<file path="config.mk">
export PLATFORM = sky130hd
export DESIGN_NAME = sensor_scratchpad_crc_check_unit
export DESIGN_NICKNAME = d
export VERILOG_FILES = /design/src/hw/rtl/sscc_pkg.sv /design/src/hw/rtl/sscc_frame.sv /design/src/hw/rtl/sensor_scratchpad_crc_check_unit.sv
export SDC_FILE = /design/constraint.sdc
export NUM_CORES = 1
export LEC_CHECK = 0
export BUFFER_PORTS_ARGS = -buffer_cell sky130_fd_sc_hd__buf_2
export CAP_MARGIN = 15
export CORE_MARGIN = 1
export CORE_UTILIZATION = 35
export DETAILED_ROUTE_END_ITERATION = 8
export SYNTH_ARGS = -nofsm -noshare
export SYNTH_HDL_FRONTEND = slang
export SYNTH_SLANG_ARGS = --single-unit
export TNS_END_PERCENT = 100
</file>
<file path="constraint.sdc">
create_clock -name clk_i -period 4.25 [get_ports clk_i]
set_clock_uncertainty 0.05 [all_clocks]
set_input_delay 0.2125 -clock clk_i [delete_from_list [all_inputs] [get_ports clk_i]]
set_output_delay 0.2125 -clock clk_i [all_outputs]
set_load 0.05 [all_outputs]
</file>
<file path="src/hw/rtl/sscc_pkg.sv">
package sscc_pkg;

  localparam int unsigned ScratchpadBytes = 9;
  localparam int unsigned CountW          = 4;
  localparam int unsigned TempW           = 16;
  localparam int unsigned ByteW           = 8;

  localparam logic [ByteW-1:0]  CrcPolyRefl = 8'h8C;
  localparam logic [CountW-1:0] CheckIdx    = CountW'(ScratchpadBytes - 1);
  localparam logic [CountW-1:0] DoneIdx     = CountW'(ScratchpadBytes);

  typedef struct packed {
    logic                    valid;
    logic signed [TempW-1:0] temperature;
    logic                    crc_ok;
    logic [ByteW-1:0]        computed_crc;
    logic [ByteW-1:0]        received_crc;
  } sscc_res_t;

  function automatic logic [ByteW-1:0] crc8_byte(input logic [ByteW-1:0] crc,
                                                 input logic [ByteW-1:0] data);
    logic [ByteW-1:0] c;
    logic [ByteW-1:0] d;
    logic             mix;
    c = crc;
    d = data;
    for (int b = 0; b < ByteW; b++) begin
      mix = c[0] ^ d[0];
      c   = c >> 1;
      if (mix) begin
        c = c ^ CrcPolyRefl;
      end
      d = d >> 1;
    end
    return c;
  endfunction

endpackage

</file>
<file path="src/hw/rtl/sscc_frame.sv">
module sscc_frame
  import sscc_pkg::*;
(
  input  logic             clk_i,
  input  logic             rst_ni,
  input  logic             step_i,
  input  logic [ByteW-1:0] data_i,
  input  logic             start_i,
  output sscc_res_t        res_o
);

  logic [ByteW-1:0]        crc_q, crc_d;
  logic [CountW-1:0]       cnt_q, cnt_d;
  logic [ByteW-1:0]        lo_q, lo_d;
  logic [ByteW-1:0]        hi_q, hi_d;
  logic signed [TempW-1:0] temp_q, temp_d;

  logic [CountW-1:0] idx;
  logic [ByteW-1:0]  crc_base;

  always_comb begin
    idx      = start_i ? '0 : cnt_q;
    crc_base = start_i ? '0 : crc_q;
    crc_d    = crc_q;
    cnt_d    = cnt_q;
    lo_d     = lo_q;
    hi_d     = hi_q;
    temp_d   = temp_q;

    res_o.valid        = 1'b0;
    res_o.crc_ok       = (crc_base == data_i);
    res_o.computed_crc = crc_base;
    res_o.received_crc = data_i;

    if (idx < CheckIdx) begin
      crc_d = crc8_byte(crc_base, data_i);
      cnt_d = idx + 1'b1;
      if (idx == '0) begin
        lo_d = data_i;
      end
      if (idx == CountW'(1)) begin
        hi_d = data_i;
      end
    end else if (idx == CheckIdx) begin
      crc_d       = crc_base;
      cnt_d       = DoneIdx;
      res_o.valid = 1'b1;
      if (res_o.crc_ok) begin
        temp_d = {hi_q, lo_q};
      end
    end
    res_o.temperature = temp_d;
  end

  always_ff @(posedge clk_i or negedge rst_ni) begin
    if (!rst_ni) begin
      crc_q  <= '0;
      cnt_q  <= '0;
      lo_q   <= '0;
      hi_q   <= '0;
      temp_q <= '0;
    end else if (step_i) begin
      crc_q  <= crc_d;
      cnt_q  <= cnt_d;
      lo_q   <= lo_d;
      hi_q   <= hi_d;
      temp_q <= temp_d;
    end
  end

  // count never runs past the finished mark
  assert property (@(posedge clk_i) disable iff (!rst_ni) cnt_q <= DoneIdx)
    else $error("byte count out of range");

endmodule

</file>
<file path="src/hw/rtl/sensor_scratchpad_crc_check_unit.sv">
// path: an accepted input beat is registered in the input stage, and its result beat in the output register
// throughput: one byte per cycle, one result beat per scratchpad at the check byte
// a stalled output holds only beats that produce a result; other bytes keep flowing
// reset: asynchronous active low, clears crc, byte count, temperature bytes,
// held temperature and both valid flags
module sensor_scratchpad_crc_check_unit
  import sscc_pkg::*;
(
  input  logic        clk_i,
  input  logic        rst_ni,
  input  logic        s_axis_tvalid,
  output logic        s_axis_tready,
  input  logic [7:0]  s_axis_tdata,   // data_byte
  input  logic        s_axis_tuser,   // frame_start
  output logic        m_axis_tvalid,
  input  logic        m_axis_tready,
  output logic [31:0] m_axis_tdata,   // temperature, computed_crc, received_crc
  output logic        m_axis_tuser    // crc_ok
);

  logic             in_vld_q;
  logic [ByteW-1:0] in_data_q;
  logic             in_start_q;
  logic             in_adv;

  logic             out_vld_q;
  sscc_res_t        out_q;
  sscc_res_t        res;

  sscc_frame u_frame (
    .clk_i   (clk_i),
    .rst_ni  (rst_ni),
    .step_i  (in_adv),
    .data_i  (in_data_q),
    .start_i (in_start_q),
    .res_o   (res)
  );

  assign in_adv        = in_vld_q && (!res.valid || !out_vld_q || m_axis_tready);
  assign s_axis_tready = !in_vld_q || in_adv;

  always_ff @(posedge clk_i or negedge rst_ni) begin
    if (!rst_ni) begin
      in_vld_q <= 1'b0;
    end else if (s_axis_tready) begin
      in_vld_q <= s_axis_tvalid;
    end
  end

  always_ff @(posedge clk_i) begin
    if (s_axis_tvalid && s_axis_tready) begin
      in_data_q  <= s_axis_tdata;
      in_start_q <= s_axis_tuser;
    end
  end

  always_ff @(posedge clk_i or negedge rst_ni) begin
    if (!rst_ni) begin
      out_vld_q <= 1'b0;
    end else if (in_adv && res.valid) begin
      out_vld_q <= 1'b1;
    end else if (m_axis_tready) begin
      out_vld_q <= 1'b0;
    end
  end

  always_ff @(posedge clk_i) begin
    if (in_adv && res.valid) begin
      out_q <= res;
    end
  end

  assign m_axis_tvalid = out_vld_q;
  assign m_axis_tuser  = out_q.crc_ok;
  assign m_axis_tdata  = {out_q.received_crc, out_q.computed_crc, out_q.temperature};

  assert property (@(posedge clk_i) disable iff (!rst_ni) !s_axis_tready |-> in_vld_q)
    else $error("input stalled while input stage empty");

  assert property (@(posedge clk_i) disable iff (!rst_ni)
    m_axis_tvalid |-> (m_axis_tuser == (m_axis_tdata[23:16] == m_axis_tdata[31:24])))
    else $error("crc_ok disagrees with crc fields");

  assert property (@(posedge clk_i) disable iff (!rst_ni)
    (in_vld_q && res.valid && m_axis_tvalid && !m_axis_tready) |-> !in_adv)
    else $error("result beat would overwrite a pending output beat");

endmodule
</file>
==> summary.md <==
| Metric | Value |
|---|---|
| Slowest stage cell, crit path | edfxtp_1 |
| Syn avg cell area | around 15 sq um |
| Post-synthesis sequential area ratio | between 60 and 70% |
| Unrepaired setup endpoints after global routing | false |
| P per Cell Area | 484 nW/um^2 |
| Vias/cell | 4.71 |
| Commonest non-fill, non-tap cell in the layout | buf_2 |
| # port buffers | 47 |
| Overall via count from detail_route | 2,184 |
| Most frequent cells in the layout | buf_2 (47), dfrtp_1 (46), edfxtp_1 (42) |
| Sw frac | 30.9% |
| Rel. slew slack | between 40% and 50% |
| CTS max path bufs | 2 |
| FP Rows | 37 |
| CP required | about 4300 ps |
| Crit end category | flop |
| Final Max Tran Viols | 0 |
| Cell count after synthesis | roughly 260 |
| Number of global-route vias before repair | between 2,000 and 2,500 |
| Min-Delay Path Class | input pin to async pin |
| Yosys warning total | 0 |
| Layout cells sized above 1 | a little over a third |
| Fmax | roughly 320 MHz |
| Most used DFF post-synth | dfrtp_1 |
| Post-Route WL | roughly 7100 um |
| Run status | finished clean |
| Htree depth | 3 |
| Yosys top cell by area | edfxtp_1 |
| Seq pwr share | between 50 and 60% |
| DRT Pass-1 Iters | 4 |
| Post-DP HPWL | approximately 4500 um |
| Total Power | 2.17 mW |
| Final Critical Period | ~3200 ps |
| Area Overhead vs Synth | 16.9% |
| Clock Tree Root | clkbuf_8 |
| Gp weighted congestion | around 0.74 |
| Clk pwr share | about a quarter |
| Setup crit start kind | flop |
| Synth top area cells | edfxtp_1 (33%), dfrtp_1 (30%), mux2_2 (11%) |
| Post-Layout Cell Count | approximately 460 |
| Final ANT Viol Nets | 0 |
| Clk Latency, worst-skew pair | between 300 and 400 ps |
| Largest family of logic cells by synthesized area | multiplexers |
| Simple-Gate Fraction of Synth Area | under 10% |
| XOR/XNOR Fraction of Synth Area | roughly 6.2% |
| Synth Area in Compound Gates | a little over 4% |
| # setup viols final | 0 |
| EDFF count, synth | 42 |
| Worst hold margin | approximately 170 ps |
| Comb pwr share | 21.6% |
| Area share of the leading cell type in the synthesized netlist | between 30% and 40% |
| Fin Setup TNS | 0 ps |
| Layout fillers | 998 |
| Asr flop ratio synth | about 52% |
| Maximum vdd ir drop | roughly 0.00019 V |
| Multiplexer share of the synthesized area | 15.1% |
| IO Pins | 48 |
| Drt drc | 0 |
| Mapped Nets | 278 |
| Mapped Area | roughly 3800 sq um |
| Lkg Pwr | 1.91 nW |
| Diodes inserted | 0 |
| Synth Area in Adders | less than 1% |
| Die H | 107 um |
| Remaining Overflow, GRT | 0 |
| Total internal power | about 1.5 mW |
| Number of max-cap violations | 0 |
| Antenna violations before repair | 0 |
| Die Wd | 107 um |
| Total CTS buffers | 9 |
| Fin crit share | between 70 and 80% |
| Switch Pwr | around 0.67 mW |
| Final hold vios | 0 |
| Core area | 10,500 sq um |
| CTS tree | done |
| Die footprint | about 11,000 sq um |
| Routed len/inst | between 15 and 20 um |
| Post-CTS Setup Inserts | 0 |
| Crit-path max FO | 25 |
| DRT iter0 DRCs | 121 |
| CP most frequent cell | inv_1 |
| First-pass GRT wire length | approximately 12,000 um |
| Final nets | ~340 |
| CP arrival | ~3200 ps |
| Largest net degree at the start of global routing | 47 |
| Clk slew on worst S/H paths | around 90 ps |
| Post-synth cell types | 31 |
| Setup CP Type | flop to flop |
| CTS sink count | slightly below 90 |
| Total GRT Usage | around 14% |
| Starting Density | 36.7% |
| Inst Count DP | around 440 |
| Worst-margin pin slew | ~880 ps |
| Synthesized flop and latch total | 88 |
| CP peak stage delay | approximately 840 ps |
| Critical-path cell list | inv_1, nand2_1, ha_1, nor3b_1, inv_1, nor2_2, mux2_2 |
registers in the layout (all words and copies together), names as in the netlist:
name and cells:
in_vld_q 1, in_data_q 8, u_frame.temp_q 16, m_axis_tvalid 1, in_start_q 1, m_axis_tdata 32, u_frame.hi_q 8, m_axis_tuser 1
u_frame.lo_q 8, u_frame.cnt_q 4, u_frame.crc_q 8
cells in the mapped netlist, types with 4 or more instances:
cell / n
dfrtp_1: 46
edfxtp_1: 42
mux2_2: 38
xnor2_1: 21
nand2_1: 17
nor2_1: 13
o21ai_0: 11
mux2_4: 10
nor2b_1: 9
inv_1: 6
xor2_1: 6
a31oi_1: 5
and4bb_1: 4
o32ai_1: 4
area by class of cell:
cell class                      instances  area (sq um)  area share, %
Sequential cell                        88          2410           53.8
Clock buffer                           10           128           2.85
Clock inverter                          6          51.3           1.14
Multi-Input combinational cell        157          1320           29.4
Tap cell                              136           170           3.79
Timing Repair Buffer                   61           380           8.48
Inverter                                6          22.5          0.502
logic make-up (layout without fill, tap and decap cells):
group	after synthesis	after routing
DFF	88	88
and+or+nand+nor	54	54
muxes	48	48
xor gates and xnor gates	27	27
AOI/OAI and AO/OA	25	25
buffers and inverters	17	83
adders and majority gates	3	3
stage by stage:
stage               worst slack (ps)  utilization, %  instance area [sq um]
floorplan                        718               -                   3830
global route                     822            42.9                   4480
CTS                             1030            42.6                   4450
finish                          1090            42.9                   4480
global placement                1120            39.9                   4180
detailed placement              1050            39.9                   4180
power by group through the flow:
| stage | clock network (mW) | registers, mW | logic [mW] |
|---|---|---|---|
| global route | 0.597 | 1.19 | 0.529 |
| floorplan | 0 | 1.13 | 0.422 |
| finish | 0.537 | 1.17 | 0.468 |
| global placement | 0 | 1.18 | 0.456 |
| detailed placement | 0 | 1.18 | 0.462 |
| CTS | 0.554 | 1.17 | 0.472 |
worst max-delay path, delay by kind of cell (launching register included):
| kind | cells | cell delay [ps] |
|---|---|---|
| and+or+nand+nor | 3 | 1170 |
| muxes | 1 | 410 |
| DFF | 1 | 840 |
| adders and majority gates | 1 | 170 |
| buffers and inverters | 2 | 260 |
timing repair:
item                                   in CTS  in global routing
hold buffers                               10                  1
resized for setup                           0                  0
endpoints found under the hold margin      10                 46
layer usage:
metal	vias to the layer above	track usage (%)	wire length [um]	part of all wire (%)
li1	1054	-	-	-
met1	1077	18.3	3400	48
met2	47	21.2	3320	47
met3	6	4.56	297	4.2
met4	0	3.52	74	1.0
met5	-	0	0	0
path summary, 6_finish.rpt:
path	to	from	depth (start not counted)	slack [ps]
max reg2reg	m_axis_tdata[13]$_DFFE_PP_	in_start_q$_DFFE_PP_	7	1090
max in group asynchronous	in_vld_q$_DFFE_PN0P_	rst_ni	3	3480
min in group clk_i	m_axis_tvalid$_DFFE_PN0P_	m_axis_tready	3	190
min	u_frame.temp_q[10]$_DFFE_PN0P_	rst_ni	2	170
min reg2reg	u_frame.temp_q[3]$_DFFE_PN0P_	u_frame.temp_q[3]$_DFFE_PN0P_	1	460
max	m_axis_tdata[13]$_DFFE_PP_	in_start_q$_DFFE_PP_	7	1090
Note: power is estimated with default switching activity, not from simulation.
